File: src/rtl/ibrs_pkg.sv
package ibrs_pkg;

   // Defaults for the top-level parameters.
   localparam int DEF_ADDR_BITS = 32;
   localparam int DEF_MAX_BANKS = 64;
   localparam int QUEUE_DEPTH   = 2;

   // Fixed field widths.
   localparam int BYTE_W  = 8;
   localparam int ALIGN_W = 8;

   // Bits carried by the descriptor besides the running offset:
   // remaining byte count, first-chunk alignment and the write flag.
   localparam int DESC_CTRL_W = BYTE_W + ALIGN_W + 1;

   localparam logic [BYTE_W-1:0] MAX_BYTES = 8'd128;
   localparam logic [3:0]        IB_MIN    = 4'd2;
   localparam logic [3:0]        IB_MAX    = 4'd8;
   localparam logic [2:0]        BB_MAX    = 3'd6;

   localparam logic [3:0]  RST_INTERLEAVE_BITS = 4'd2;
   localparam logic [2:0]  RST_BANK_BITS       = 3'd2;
   localparam logic [6:0]  RST_BANK_COUNT      = 7'd4;
   localparam logic [31:0] RST_BASE_OFFSET     = 32'd0;

   typedef enum logic [1:0] {
      CSR_INTERLEAVE_BITS = 2'd0,
      CSR_BANK_BITS       = 2'd1,
      CSR_BANK_COUNT      = 2'd2,
      CSR_BASE_OFFSET     = 2'd3
   } csr_index_type;

   // Configuration after range clamping, shared by the front and back ends.
   typedef struct packed {
      logic [3:0] interleave_bits;
      logic [2:0] bank_bits;
      logic [6:0] bank_count;
   } cfg_type;

endpackage

File: src/rtl/ibrs_front.sv
module ibrs_front import ibrs_pkg::*; #(
   parameter int ADDR_BITS = DEF_ADDR_BITS
) (
   input  logic                                 clock,
   input  logic                                 reset,
   input  cfg_type                              cfg,
   input  logic [31:0]                          base_offset,
   input  logic                                 req_valid,
   output logic                                 req_stall,
   input  logic [31:0]                          req_address,
   input  logic [BYTE_W-1:0]                    req_byte_count,
   input  logic                                 req_write,
   output logic                                 desc_valid,
   input  logic                                 desc_ready,
   output logic [ADDR_BITS+DESC_CTRL_W-1:0]     desc_data
);

   localparam int DESC_W = ADDR_BITS + DESC_CTRL_W;

   logic              desc_valid_ff, desc_valid_in;
   logic [DESC_W-1:0] desc_data_ff, desc_data_in;
   logic              accept;
   logic [BYTE_W-1:0] count_sat;
   logic [8:0]        word_bytes;
   logic [8:0]        low_bits;
   logic [8:0]        align_full;
   logic [ADDR_BITS-1:0] offset;

   assign req_stall  = desc_valid_ff && !desc_ready;
   assign accept     = req_valid && !req_stall;
   assign desc_valid = desc_valid_ff;
   assign desc_data  = desc_data_ff;

   always_comb begin
      count_sat  = (req_byte_count > MAX_BYTES) ? MAX_BYTES : req_byte_count;
      word_bytes = 9'd1 << cfg.interleave_bits;
      // Alignment is judged on the address before the base is removed.
      low_bits   = {1'b0, req_address[7:0]} & (word_bytes - 9'd1);
      align_full = (low_bits == 9'd0) ? 9'd0 : (word_bytes - low_bits);
      offset     = ADDR_BITS'(req_address) - ADDR_BITS'(base_offset);

      desc_valid_in = desc_valid_ff && !desc_ready;
      desc_data_in  = desc_data_ff;
      if (accept) begin
         // An empty access produces no chunks and is dropped here.
         desc_valid_in = (count_sat != '0);
         desc_data_in  = {offset, count_sat, align_full[ALIGN_W-1:0], req_write};
      end
   end

   always_ff @(posedge clock) begin
      if (reset) begin
         desc_valid_ff <= 1'b0;
      end else begin
         desc_valid_ff <= desc_valid_in;
      end
   end

   always_ff @(posedge clock) begin
      desc_data_ff <= desc_data_in;
   end

endmodule

File: src/rtl/ibrs_queue.sv
module ibrs_queue import ibrs_pkg::*; #(
   parameter int WIDTH = DEF_ADDR_BITS + DESC_CTRL_W,
   parameter int DEPTH = QUEUE_DEPTH
) (
   input  logic             clock,
   input  logic             reset,
   input  logic             push_valid,
   output logic             push_ready,
   input  logic [WIDTH-1:0] push_data,
   output logic             pop_valid,
   input  logic             pop_ready,
   output logic [WIDTH-1:0] pop_data
);

   localparam int PTR_W = $clog2(DEPTH);
   localparam int CNT_W = $clog2(DEPTH + 1);

   logic [WIDTH-1:0] entry_ff [DEPTH];
   logic [PTR_W-1:0] wr_ptr_ff, wr_ptr_in;
   logic [PTR_W-1:0] rd_ptr_ff, rd_ptr_in;
   logic [CNT_W-1:0] count_ff, count_in;
   logic             push, pop;

   assign push_ready = (count_ff != CNT_W'(DEPTH));
   assign pop_valid  = (count_ff != '0);
   assign push       = push_valid && push_ready;
   assign pop        = pop_valid && pop_ready;
   assign pop_data   = entry_ff[rd_ptr_ff];

   always_comb begin
      wr_ptr_in = wr_ptr_ff;
      rd_ptr_in = rd_ptr_ff;
      count_in  = count_ff;
      if (push) begin
         wr_ptr_in = (wr_ptr_ff == PTR_W'(DEPTH - 1)) ? '0 : wr_ptr_ff + PTR_W'(1);
      end
      if (pop) begin
         rd_ptr_in = (rd_ptr_ff == PTR_W'(DEPTH - 1)) ? '0 : rd_ptr_ff + PTR_W'(1);
      end
      if (push && !pop) begin
         count_in = count_ff + CNT_W'(1);
      end else if (pop && !push) begin
         count_in = count_ff - CNT_W'(1);
      end
   end

   always_ff @(posedge clock) begin
      if (reset) begin
         wr_ptr_ff <= '0;
         rd_ptr_ff <= '0;
         count_ff  <= '0;
      end else begin
         wr_ptr_ff <= wr_ptr_in;
         rd_ptr_ff <= rd_ptr_in;
         count_ff  <= count_in;
      end
   end

   always_ff @(posedge clock) begin
      if (push) begin
         entry_ff[wr_ptr_ff] <= push_data;
      end
   end

endmodule

File: src/rtl/ibrs_back.sv
module ibrs_back import ibrs_pkg::*; #(
   parameter int ADDR_BITS = DEF_ADDR_BITS
) (
   input  logic                             clock,
   input  logic                             reset,
   input  cfg_type                          cfg,
   input  logic                             desc_valid,
   output logic                             desc_ready,
   input  logic [ADDR_BITS+DESC_CTRL_W-1:0] desc_data,
   output logic                             rsp_valid,
   input  logic                             rsp_stall,
   output logic [5:0]                       rsp_bank,
   output logic [31:0]                      rsp_bank_offset,
   output logic [BYTE_W-1:0]                rsp_chunk_size,
   output logic [6:0]                       rsp_data_position,
   output logic                             rsp_write_flag,
   output logic                             rsp_status,
   output logic                             rsp_last
);

   // Chunk walker state.
   logic                 active_ff, active_in;
   logic [ADDR_BITS-1:0] offset_ff, offset_in;
   logic [BYTE_W-1:0]    remain_ff, remain_in;
   logic [ALIGN_W-1:0]   align_ff, align_in;
   logic [BYTE_W-1:0]    pos_ff, pos_in;
   logic                 wr_ff, wr_in;

   // Output register.
   logic                 rsp_valid_ff, rsp_valid_in;
   logic [5:0]           bank_ff;
   logic [31:0]          boff_ff;
   logic [BYTE_W-1:0]    size_ff;
   logic [6:0]           dpos_ff;
   logic                 wflag_ff, status_ff, last_ff;

   logic                 fire, final_chunk, bad;
   logic [8:0]           word_bytes, size_first;
   logic [BYTE_W-1:0]    size;
   logic [BYTE_W-1:0]    remain_next;
   logic [ADDR_BITS-1:0] shifted, low_mask, high_mask, boff;
   logic [5:0]           bank_mask, bank;
   logic [4:0]           field_top;

   logic [ADDR_BITS-1:0] d_offset;
   logic [BYTE_W-1:0]    d_remain;
   logic [ALIGN_W-1:0]   d_align;
   logic                 d_wr;

   assign {d_offset, d_remain, d_align, d_wr} = desc_data;

   always_comb begin
      word_bytes = 9'd1 << cfg.interleave_bits;
      size_first = (align_ff != '0) ? {1'b0, align_ff} : word_bytes;
      size       = (size_first > {1'b0, remain_ff}) ? remain_ff : size_first[BYTE_W-1:0];

      shifted    = offset_ff >> cfg.interleave_bits;
      bank_mask  = 6'((7'd1 << cfg.bank_bits) - 7'd1);
      bank       = shifted[5:0] & bank_mask;

      // The in-bank offset squeezes the bank field out of the address.
      field_top  = 5'(cfg.interleave_bits) + 5'(cfg.bank_bits);
      low_mask   = (ADDR_BITS'(1) << cfg.interleave_bits) - ADDR_BITS'(1);
      high_mask  = ~((ADDR_BITS'(1) << field_top) - ADDR_BITS'(1));
      boff       = ((offset_ff & high_mask) >> cfg.bank_bits) | (offset_ff & low_mask);

      bad         = ({1'b0, bank} >= cfg.bank_count);
      remain_next = remain_ff - size;
      final_chunk = bad || (remain_next == '0);

      fire       = active_ff && (!rsp_valid_ff || !rsp_stall);
      desc_ready = !active_ff || (fire && final_chunk);

      active_in = active_ff;
      offset_in = offset_ff;
      remain_in = remain_ff;
      align_in  = align_ff;
      pos_in    = pos_ff;
      wr_in     = wr_ff;
      if (fire) begin
         active_in = !final_chunk;
         offset_in = offset_ff + ADDR_BITS'(size);
         remain_in = remain_next;
         align_in  = '0;
         pos_in    = pos_ff + size;
      end
      if (desc_valid && desc_ready) begin
         active_in = 1'b1;
         offset_in = d_offset;
         remain_in = d_remain;
         align_in  = d_align;
         pos_in    = '0;
         wr_in     = d_wr;
      end

      rsp_valid_in = rsp_valid_ff && rsp_stall;
      if (fire) begin
         rsp_valid_in = 1'b1;
      end
   end

   always_ff @(posedge clock) begin
      if (reset) begin
         active_ff    <= 1'b0;
         rsp_valid_ff <= 1'b0;
      end else begin
         active_ff    <= active_in;
         rsp_valid_ff <= rsp_valid_in;
      end
   end

   always_ff @(posedge clock) begin
      offset_ff <= offset_in;
      remain_ff <= remain_in;
      align_ff  <= align_in;
      pos_ff    <= pos_in;
      wr_ff     <= wr_in;
      if (fire) begin
         bank_ff   <= bank;
         boff_ff   <= 32'(boff);
         size_ff   <= size;
         dpos_ff   <= pos_ff[6:0];
         wflag_ff  <= wr_ff;
         status_ff <= bad;
         last_ff   <= final_chunk;
      end
   end

   assign rsp_valid         = rsp_valid_ff;
   assign rsp_bank          = bank_ff;
   assign rsp_bank_offset   = boff_ff;
   assign rsp_chunk_size    = size_ff;
   assign rsp_data_position = dpos_ff;
   assign rsp_write_flag    = wflag_ff;
   assign rsp_status        = status_ff;
   assign rsp_last          = last_ff;

`ifndef NO_ASSERTIONS
   a_bad_ends_run: assert property (@(posedge clock) disable iff (reset)
      rsp_valid_ff && status_ff |-> last_ff)
      else $error("invalid bank chunk not marked last");

   a_chunk_nonempty: assert property (@(posedge clock) disable iff (reset)
      rsp_valid_ff |-> size_ff != '0)
      else $error("empty chunk emitted");

   a_active_has_bytes: assert property (@(posedge clock) disable iff (reset)
      active_ff |-> remain_ff != '0)
      else $error("walker active with no bytes left");

   a_final_stops: assert property (@(posedge clock) disable iff (reset)
      fire && final_chunk && !desc_valid |=> !active_ff)
      else $error("walker kept running after final chunk");
`endif

endmodule

File: src/rtl/interleaved_bank_request_splitter.sv
// The first chunk of an access reaches the rsp ports through the front register, the
// queue, the chunk walker and the output register, in that order.
// Throughput: the back end emits one chunk per cycle unless the result channel stalls;
// a two-entry queue lets the front take further words while an access is being split.
// Reset (synchronous, active high) empties the pipeline and restores the configuration
// registers to their defaults.
module interleaved_bank_request_splitter import ibrs_pkg::*; #(
   parameter int ADDR_BITS = DEF_ADDR_BITS,
   parameter int MAX_BANKS = DEF_MAX_BANKS
) (
   input  logic              clock,
   input  logic              reset,
   // Configuration write channel.
   input  logic              csr_valid,
   output logic              csr_ready,
   input  logic [1:0]        csr_index,
   input  logic [31:0]       csr_data,
   // Request channel.
   input  logic              req_valid,
   output logic              req_stall,
   input  logic [31:0]       req_address,
   input  logic [BYTE_W-1:0] req_byte_count,
   input  logic              req_write,
   // Result channel, one word per chunk.
   output logic              rsp_valid,
   input  logic              rsp_stall,
   output logic [5:0]        rsp_bank,
   output logic [31:0]       rsp_bank_offset,
   output logic [BYTE_W-1:0] rsp_chunk_size,
   output logic [6:0]        rsp_data_position,
   output logic              rsp_write_flag,
   output logic              rsp_status,
   output logic              rsp_last
);

   localparam int DESC_W = ADDR_BITS + DESC_CTRL_W;

   // Raw configuration registers, kept as written and clamped on use.
   logic [3:0]  interleave_bits_ff;
   logic [2:0]  bank_bits_ff;
   logic [6:0]  bank_count_ff;
   logic [31:0] base_offset_ff;
   cfg_type     cfg;

   logic              front_valid, front_ready;
   logic [DESC_W-1:0] front_data;
   logic              back_valid, back_ready;
   logic [DESC_W-1:0] back_data;

   // The register file can always take a write.
   assign csr_ready = 1'b1;

   always_ff @(posedge clock) begin
      if (reset) begin
         interleave_bits_ff <= RST_INTERLEAVE_BITS;
         bank_bits_ff       <= RST_BANK_BITS;
         bank_count_ff      <= RST_BANK_COUNT;
         base_offset_ff     <= RST_BASE_OFFSET;
      end else if (csr_valid) begin
         unique case (csr_index)
            CSR_INTERLEAVE_BITS: interleave_bits_ff <= csr_data[3:0];
            CSR_BANK_BITS:       bank_bits_ff       <= csr_data[2:0];
            CSR_BANK_COUNT:      bank_count_ff      <= csr_data[6:0];
            CSR_BASE_OFFSET:     base_offset_ff     <= csr_data;
            default: ;
         endcase
      end
   end

   // Out-of-range settings are pulled back into their legal range. A bank count of
   // zero is left alone, which makes every bank invalid.
   always_comb begin
      cfg.interleave_bits = (interleave_bits_ff < IB_MIN) ? IB_MIN :
                            (interleave_bits_ff > IB_MAX) ? IB_MAX : interleave_bits_ff;
      cfg.bank_bits       = (bank_bits_ff > BB_MAX) ? BB_MAX : bank_bits_ff;
      cfg.bank_count      = (bank_count_ff > 7'(MAX_BANKS)) ? 7'(MAX_BANKS) : bank_count_ff;
   end

   // The front end saturates the byte count, works out the first chunk's alignment
   // and removes the base, then hands a descriptor word to the queue.
   ibrs_front #(
      .ADDR_BITS (ADDR_BITS)
   ) u_front (
      .clock          (clock),
      .reset          (reset),
      .cfg            (cfg),
      .base_offset    (base_offset_ff),
      .req_valid      (req_valid),
      .req_stall      (req_stall),
      .req_address    (req_address),
      .req_byte_count (req_byte_count),
      .req_write      (req_write),
      .desc_valid     (front_valid),
      .desc_ready     (front_ready),
      .desc_data      (front_data)
   );

   ibrs_queue #(
      .WIDTH (DESC_W),
      .DEPTH (QUEUE_DEPTH)
   ) u_queue (
      .clock      (clock),
      .reset      (reset),
      .push_valid (front_valid),
      .push_ready (front_ready),
      .push_data  (front_data),
      .pop_valid  (back_valid),
      .pop_ready  (back_ready),
      .pop_data   (back_data)
   );

   // The back end walks one descriptor chunk by chunk, decoding bank and in-bank
   // offset for each, and stops early at the first invalid bank.
   ibrs_back #(
      .ADDR_BITS (ADDR_BITS)
   ) u_back (
      .clock             (clock),
      .reset             (reset),
      .cfg               (cfg),
      .desc_valid        (back_valid),
      .desc_ready        (back_ready),
      .desc_data         (back_data),
      .rsp_valid         (rsp_valid),
      .rsp_stall         (rsp_stall),
      .rsp_bank          (rsp_bank),
      .rsp_bank_offset   (rsp_bank_offset),
      .rsp_chunk_size    (rsp_chunk_size),
      .rsp_data_position (rsp_data_position),
      .rsp_write_flag    (rsp_write_flag),
      .rsp_status        (rsp_status),
      .rsp_last          (rsp_last)
   );

endmodule
File: config.mk
export PLATFORM = sky130hd
export DESIGN_NAME = interleaved_bank_request_splitter
export DESIGN_NICKNAME = d
export VERILOG_FILES = /design/src/rtl/ibrs_pkg.sv /design/src/rtl/ibrs_front.sv /design/src/rtl/ibrs_queue.sv /design/src/rtl/ibrs_back.sv /design/src/rtl/interleaved_bank_request_splitter.sv
export SDC_FILE = /design/constraint.sdc
export NUM_CORES = 1
export LEC_CHECK = 0
export BUFFER_PORTS_ARGS = -buffer_cell sky130_fd_sc_hd__buf_2
export CELL_PAD_IN_SITES_DETAIL_PLACEMENT = 2
export CELL_PAD_IN_SITES_GLOBAL_PLACEMENT = 2
export CORE_ASPECT_RATIO = 0.75
export CORE_MARGIN = 2
export CORE_UTILIZATION = 35
export DETAILED_ROUTE_END_ITERATION = 10
export GPL_TIMING_DRIVEN = 0
export PLACE_DENSITY_LB_ADDON = 0.1
export SYNTH_ARGS = -nofsm -noshare
export SYNTH_HDL_FRONTEND = slang
export SYNTH_SLANG_ARGS = --single-unit
export TNS_END_PERCENT = 1
File: constraint.sdc
create_clock -name clock -period 6.75 [get_ports clock]
set_input_delay 1.6875 -clock clock [delete_from_list [all_inputs] [get_ports clock]]
set_output_delay 1.6875 -clock clock [all_outputs]
set_load 0.05 [all_outputs]
# After elaboration in Yosys (flattened, before gate mapping)
# Memories as Yosys holds them, arrays and structs flattened. A register that Yosys moved wholly into a read port is not among the register bits.
# Cells that the tools add are included.
# op_classes
addsub,14
magnitude_cmp,7
n_eq_ne,4
shifts,6
mux,25
n_bitwise,6
n_reduce_logical,32
# ops
operator,n
32-bit AND,2
32-bit two-way mux,2
"32-bit by 2-bit subtractor with 32-bit output, second input constant",2
8-bit two-way mux,6
32-bit by 8-bit adder with 32-bit output,1
32-bit inverter,1
32-bit bitwise OR,1
"1-bit by 4-bit left shift with 32-bit output, first input constant",1
"1-bit by 5-bit left shift with 32-bit output, first input constant",1
32-bit by 3-bit right shift with 32-bit output,1
32-bit by 4-bit right shift with 6-bit output,1
32-bit subtractor,1
8-bit nonzero test,2
8-bit subtractor,2
1-bit two-way mux,10
8-bit by 9-bit AND with 9-bit output,1
9-bit by 8-bit > comparator with 1-bit output,1
1-bit logical AND,9
9-bit logical NOT,1
9-bit two-way mux,1
"1-bit by 4-bit left shift with 9-bit output, first input constant",1
"9-bit by 1-bit subtractor with 9-bit output, second input constant",1
8-bit adder,1
"8-bit > comparator, second input constant",1
other kinds (25),43
# totals
register_bits,215
mem_bits_rw,98
input_bits,80
word_cells,119
mem_count,1
# mem_list
name,words,width,rd,rd_clocked_by_memory_dff,wr,line_no,source
u_queue.entry_ff,2,49,1,1,1,ibrs_queue.sv:18,logic [WIDTH-1:0] entry_ff [DEPTH];

# Longest topological paths before layout
# logic_depth
word_depth,16
depth_mapped,31
depth_no_buf,28

# By module
# Synthesis repeated with hierarchy kept, for this count alone.
# hier_totals
cells_unflattened,1759
area_unflattened_um2,19104.6
# by_module_without_submodules
module,n_inst,cells_per_inst,area_per_inst_um2
ibrs_back,1,919,9226.3
ibrs_front,1,455,4036.4
ibrs_queue,1,176,3751.1
interleaved_bank_request_splitter,1,209,2090.8

# Worst setup path after synthesis
# Ideal clock, no wire load.
# synth_timing
kind,flip-flop to flip-flop
startpoint,register interleave_bits_ff[3]
endpoint,"register u_back.align_ff[0], enable pin"
setup_ns,0.407
arrival_time_ns,7.111
required_ns,6.343
slack_ns,-0.767
stages_incl_launch_ff,26
path_buffers,5
cell_sequence,dfxtp_1 buf_2 clkbuf_1 a21oi_1 buf_1 nor3b_1 a21o_1 ha_1 and4_1 and3_1 a211oi_2 buf_6 nor2_1 o21ai_0 inv_1 fa_1 a211o_1 a21oi_2 mux2i_1 or3_1 or4_1 or2_1 o21ai_4 inv_4 clkbuf_1 nand2_1
# synth_between
elab_chain_len,14
elab_cells_between_ends,18
classes_between,add/sub: 1; order compare: 4; shift: 2; mux: 4; bitwise: 1; reduce/logical: 6
# synth_lines
item,line_no,source
start: declaration,interleaved_bank_request_splitter.sv:39,logic [3:0] interleave_bits_ff;
start signal: assignment,interleaved_bank_request_splitter.sv:61,CSR_INTERLEAVE_BITS: interleave_bits_ff <= csr_data[3:0];
4-bit > comparator,interleaved_bank_request_splitter.sv:74,(interleave_bits_ff > IB_MAX) ? IB_MAX : interleave_bits_ff;
4-bit two-way mux,interleaved_bank_request_splitter.sv:74,
4-bit two-way mux (*),interleaved_bank_request_splitter.sv:73,cfg.interleave_bits = (interleave_bits_ff < IB_MIN) ? IB_MIN :
1-bit by 4-bit left shift with 9-bit output (*),ibrs_back.sv:53,word_bytes = 9'd1 << cfg.interleave_bits;
9-bit two-way mux (*),ibrs_back.sv:54,"size_first = (align_ff != '0) ? {1'b0, align_ff} : word_bytes;"
9-bit by 8-bit > comparator with 1-bit output,ibrs_back.sv:55,"size = (size_first > {1'b0, remain_ff}) ? remain_ff : size_first[BYTE_W-1:0];"
8-bit two-way mux (*),ibrs_back.sv:55,
named net u_back.size[1],ibrs_back.sv:39,logic [BYTE_W-1:0] size;
8-bit subtractor (*),ibrs_back.sv:68,remain_next = remain_ff - size;
8-bit logical NOT (*),ibrs_back.sv:69,final_chunk = bad || (remain_next == '0);
1-bit logical OR (*),ibrs_back.sv:69,
1-bit logical AND (*),ibrs_back.sv:72,desc_ready = !active_ff || (fire && final_chunk);
1-bit logical OR (*),ibrs_back.sv:72,
1-bit logical AND (*),ibrs_back.sv:87,if (desc_valid && desc_ready) begin
2-bit nonzero test (no line) (*),n/a,
end signal: assignment,ibrs_back.sv:115,align_ff <= align_in;
end: declaration,ibrs_back.sv:25,"logic [ALIGN_W-1:0] align_ff, align_in;"
# The timed path passes the listed nets; every way through them passes the cells marked *.
# A chain may end at the register's enable or synchronous reset.

# Worst setup path in the final report
# layout_timing
startpoint,register interleave_bits_ff[3]
endpoint,register u_queue.count_ff[1]
# layout_between
elab_chain_len,16
elab_cells_between_ends,22
classes_between,add/sub: 1; order compare: 4; shift: 2; mux: 5; bitwise: 1; reduce/logical: 9
# layout_lines
item,line_no,source
4-bit > comparator,interleaved_bank_request_splitter.sv:74,
4-bit two-way mux,interleaved_bank_request_splitter.sv:74,
4-bit two-way mux (*),interleaved_bank_request_splitter.sv:73,
1-bit by 4-bit left shift with 9-bit output (*),ibrs_back.sv:53,
9-bit two-way mux (*),ibrs_back.sv:54,
9-bit by 8-bit > comparator with 1-bit output,ibrs_back.sv:55,
8-bit two-way mux (*),ibrs_back.sv:55,
named net u_back.size[2],ibrs_back.sv:39,
8-bit subtractor (*),ibrs_back.sv:68,
8-bit logical NOT (*),ibrs_back.sv:69,
1-bit logical OR (*),ibrs_back.sv:69,
1-bit logical AND (*),ibrs_back.sv:72,
1-bit logical OR (*),ibrs_back.sv:72,
1-bit logical AND (*),ibrs_queue.sv:27,assign pop = pop_valid && pop_ready;
1-bit logical NOT,ibrs_queue.sv:40,if (push && !pop) begin
1-bit logical AND,ibrs_queue.sv:40,
2-bit two-way mux / 2-bit nonzero test (equally long branches),n/a,
end signal: assignment,ibrs_queue.sv:55,count_ff <= count_in;
end: declaration,ibrs_queue.sv:21,"logic [CNT_W-1:0] count_ff, count_in;"
# Marked as above.

==> impl_metrics.csv <==
group,metric,value,unit
grt,grt_pass1_vias,14800,
min_path,hold_depth,0,
die,die_h,198,um
critical_path,arrival,7.16,ns
placed_design,gp_congestion,0.882,
clocking,insertion_delay,0.57,ns
synth,ys_ff_latch,313,
clocking,tritoncts,"built",
synth,synth-adder-area-share,5.82,%
critical_path,endpoint_kind,"register",
synth,seq_area_frac_synth,49.9,%
clocking,holdBufCountCts,0,
placed_design,hpwl,46500,um
run,maxCapViolations,0,
synth,synth.top_cell.area_share,42.9,%
power,pwr_density_cell,492,mW/mm^2
synth,syn_inst,1704,
grt,grt_antenna_before_repair,2,
critical_path,cp_common_cell,"buf_6",
grt,grt_overflow,0,
status,outcome,"finished clean",
critical_path,crit_slowest_cell,"or4_4",
grt,track_usage,23.4,%
clocking,clkTransAtPathRegs,0.06,ns
clocking,clk_path_buf_depth,3,
timing,fin_skew,0.0118,ns
die,io_pins,139,
critical_path,cp.required,7.24,ns
critical_path,r2r_setup_slack,0.08,ns
synth,synth-xor-area-share,4.32,%
finish,fillCellCount,5393,
synth,syn_area,0.0176,mm^2
timing,whs,0.438,ns
synth,synth_compound_area_share,16.7,%
power,p_leak,7.98,nW
timing,finalCriticalPeriod,6.67,ns
critical_path,r2r-start,"interleave_bits_ff[3]",
timing,hold_viol,0,
timing,fin_crit_sh,98.8,%
timing,finalMaxSlewViolations,0,
synth,yosysMostFrequentCell,"edfxtp_1",
finish,final_layout_size_suffix_gt1_share,17.9,%
routing,dr.pass1.iters,5,
placed_design,dpl-instance-area,0.0192,mm^2
synth,synth.area.top_cells,"edfxtp_1, dfxtp_1, ha_1, nand2_1, mux2i_1",
timing,rsz0062_at_grt,"true",
critical_path,rr_endpoint,"u_queue.count_ff[1]",
power,ir_drop,0.227,mV
routing,viasPerCell,5.45,
finish,diodes,0,
finish,final-seq-area,0.00879,mm^2
grt,grt_first_pass_wirelength,92500,um
min_path,hold_path.class,"reg2reg",
finish,finalInstanceArea,0.0209,mm^2
clocking,root_buffer,"clkbuf_16",
timing,tightest_slew,1.29,ns
finish,syn_to_final_growth,18.8,%
finish,num-nets-final,2069,
critical_path,path_max_fanout,10,
die,initial_utilization,35.3,%
synth,synth_top_family_by_area,"compound AO/OA/AOI/OAI gates",
timing,setup_violations,0,
synth,synth_area_per_cell,10.3,um^2
clocking,cts_inserted_buffers,36,
clocking,cts_sinks,313,
critical_path,cp_top_family,"simple AND/OR/NAND/NOR gates",
min_path,min_from,"u_back.wr_ff",
routing,wire_per_inst,23.5,um
min_path,hold_path_end,"u_back.rsp_write_flag",
synth,yosys.area_share.simple,14.1,%
grt,grt_max_degree,50,
routing,drc_errors,0,
critical_path,cp-start-kind,"register",
synth,synth.distinct_cells,87,
critical_path,critPathBufInv,8,
routing,drt_iter0_markers,933,
finish,multi_input_area,0.00830,mm^2
critical_path,critPathMaxStageDelay,0.53,ns
die,rows,71,
timing,max_slew_margin,14.0,%
die,core_area,0.0499,mm^2
synth,muxShareOfSynthArea,4.96,%
critical_path,reg2regPathDepth,29,
routing,ant_nets,0,
synth,yosys.area.top_type,"edfxtp_1",
finish,finalNonFillerCells,2594,
placed_design,placed_cells,2504,
synth,synth-main-ff-cell,"edfxtp_1",
routing,wirelength,61100,um
synth,yosysWarnings,0,
die,die-area,0.0522,mm^2
synth,synth_edf_count,252,
placed_design,portBuffers,136,
synth,ys_top_cells_by_count,"edfxtp_1, nand2_1, nor2_1, a21oi_1, o21ai_0",
critical_path,cp_num_cells,29,
power,power,10.3,mW
timing,fmax,150,MHz
routing,via_count,14100,
synth,ys_async_sr_fraction,0,%
clocking,h-tree-depth,2,
die,die_w,263,um
critical_path,path_class,"reg2reg",
==> worst register-to-register path, delay by kind of cell (launching register included) <==
family / cells / cell delay (ns)
xor gates and xnor gates: 1 / 0.16
DFF: 1 / 0.32
and+or+nand+nor: 7 / 2.25
buffers and inverters: 8 / 0.97
adders and majority gates: 3 / 0.72
muxes: 1 / 0.12
AOI/OAI and AO/OA: 9 / 2.08
==> layout by cell type (no fill, tap or decap), drive strengths merged, types with 31 or more instances in the layout <==
cell and instances:
edfxtp 252, nor2 137, clkbuf 119, xnor2 48
mux2i 66, nand3 31, o21ai 102, nand2 181
nor2b 48, a21o 40, buf 188, a21oi 123
xor2 38, inv 94, dfxtp 61, ha 74
a211oi 41
==> power by group <==
| part | switching [mW] | leakage, nW | internal (mW) |
|---|---|---|---|
| clock network | 0.847 | 0.600 | 1.22 |
| registers | 0.351 | 2.89 | 2.82 |
| logic | 3.22 | 4.49 | 1.84 |
==> final cells by class <==
cell class / instances / area share [%]
multi-input combinational: 1209 / 39.7
clock buffer: 50 / 4.85
inverter: 93 / 1.70
buffer: 88 / 2.21
clock inverter: 15 / 0.980
tap: 657 / 3.93
timing repair buffer: 169 / 4.67
sequential: 313 / 42.0
==> state kept, by name (all words and copies together), names as in the netlist, 2 cells and up, named ones only <==
signal / flops
bank_bits_ff: 3
bank_count_ff: 7
base_offset_ff: 32
interleave_bits_ff: 4
u_back.align_ff: 8
u_back.offset_ff: 32
u_back.pos_ff: 7
u_back.remain_ff: 8
u_back.rsp_bank: 6
u_back.rsp_bank_offset: 32
u_back.rsp_chunk_size: 8
u_back.rsp_data_position: 7
u_front.desc_data: 49
u_queue.count_ff: 2
u_queue.entry_ff: 98
==> through the flow <==
| stage | worst slack (ns) | util [%] | TNS, ns |
|---|---|---|---|
| after detailed placement | -2.78 | 38.5 | -254.73 |
| after floorplan | 0.00882 | - | 0 |
| final | 0.0779 | 41.9 | 0 |
| after global routing | -0.0643 | 41.9 | -0.225 |
| after global placement | -2.61 | 38.4 | -235.24 |
| after CTS | 0.0154 | 41.7 | 0 |
==> worst max path at each step <==
stage                                     start  slack, ns                   end
after detailed placement  interleave_bits_ff[3]      -2.78  u_back.offset_ff[26]
after global routing      interleave_bits_ff[3]      -0.06   u_back.remain_ff[4]
after floorplan           interleave_bits_ff[3]      0.009   u_queue.count_ff[1]
final                     interleave_bits_ff[3]       0.08   u_queue.count_ff[1]
after global placement    interleave_bits_ff[3]      -2.61  u_back.offset_ff[27]
after CTS                 interleave_bits_ff[1]       0.02   u_queue.count_ff[1]
==> kinds of logic after synthesis <==
logic type               count (synthesis)
buffers and inverters                  185
XOR/XNOR                                86
flip-flops                             313
other                                    2
AND/OR/NAND/NOR                        522
multiplexers                            79
AO/OA/AOI/OAI                          438
adder cells (fa/ha/maj)                 79
==> timing repair <==
action / CTS / global route
gates cloned: 0 / 0
hold endpoints to repair: 0 / 0
setup endpoints to repair: 110 / 103
pin swaps: 14 / 10
resized for setup: 58 / 16
buffers inserted: 19 / 10
==> layer usage <==
layer  global-route usage [%]  vias to the layer above  part of all wire (%)
li1                         -                     6594                     -
met4                     6.52                        0                   2.0
met5                        0                        -                     0
met3                     3.33                       64                   4.4
met1                     34.4                     7182                    50
met2                     35.9                      309                    43
Note: power is estimated with default switching activity, not from simulation.
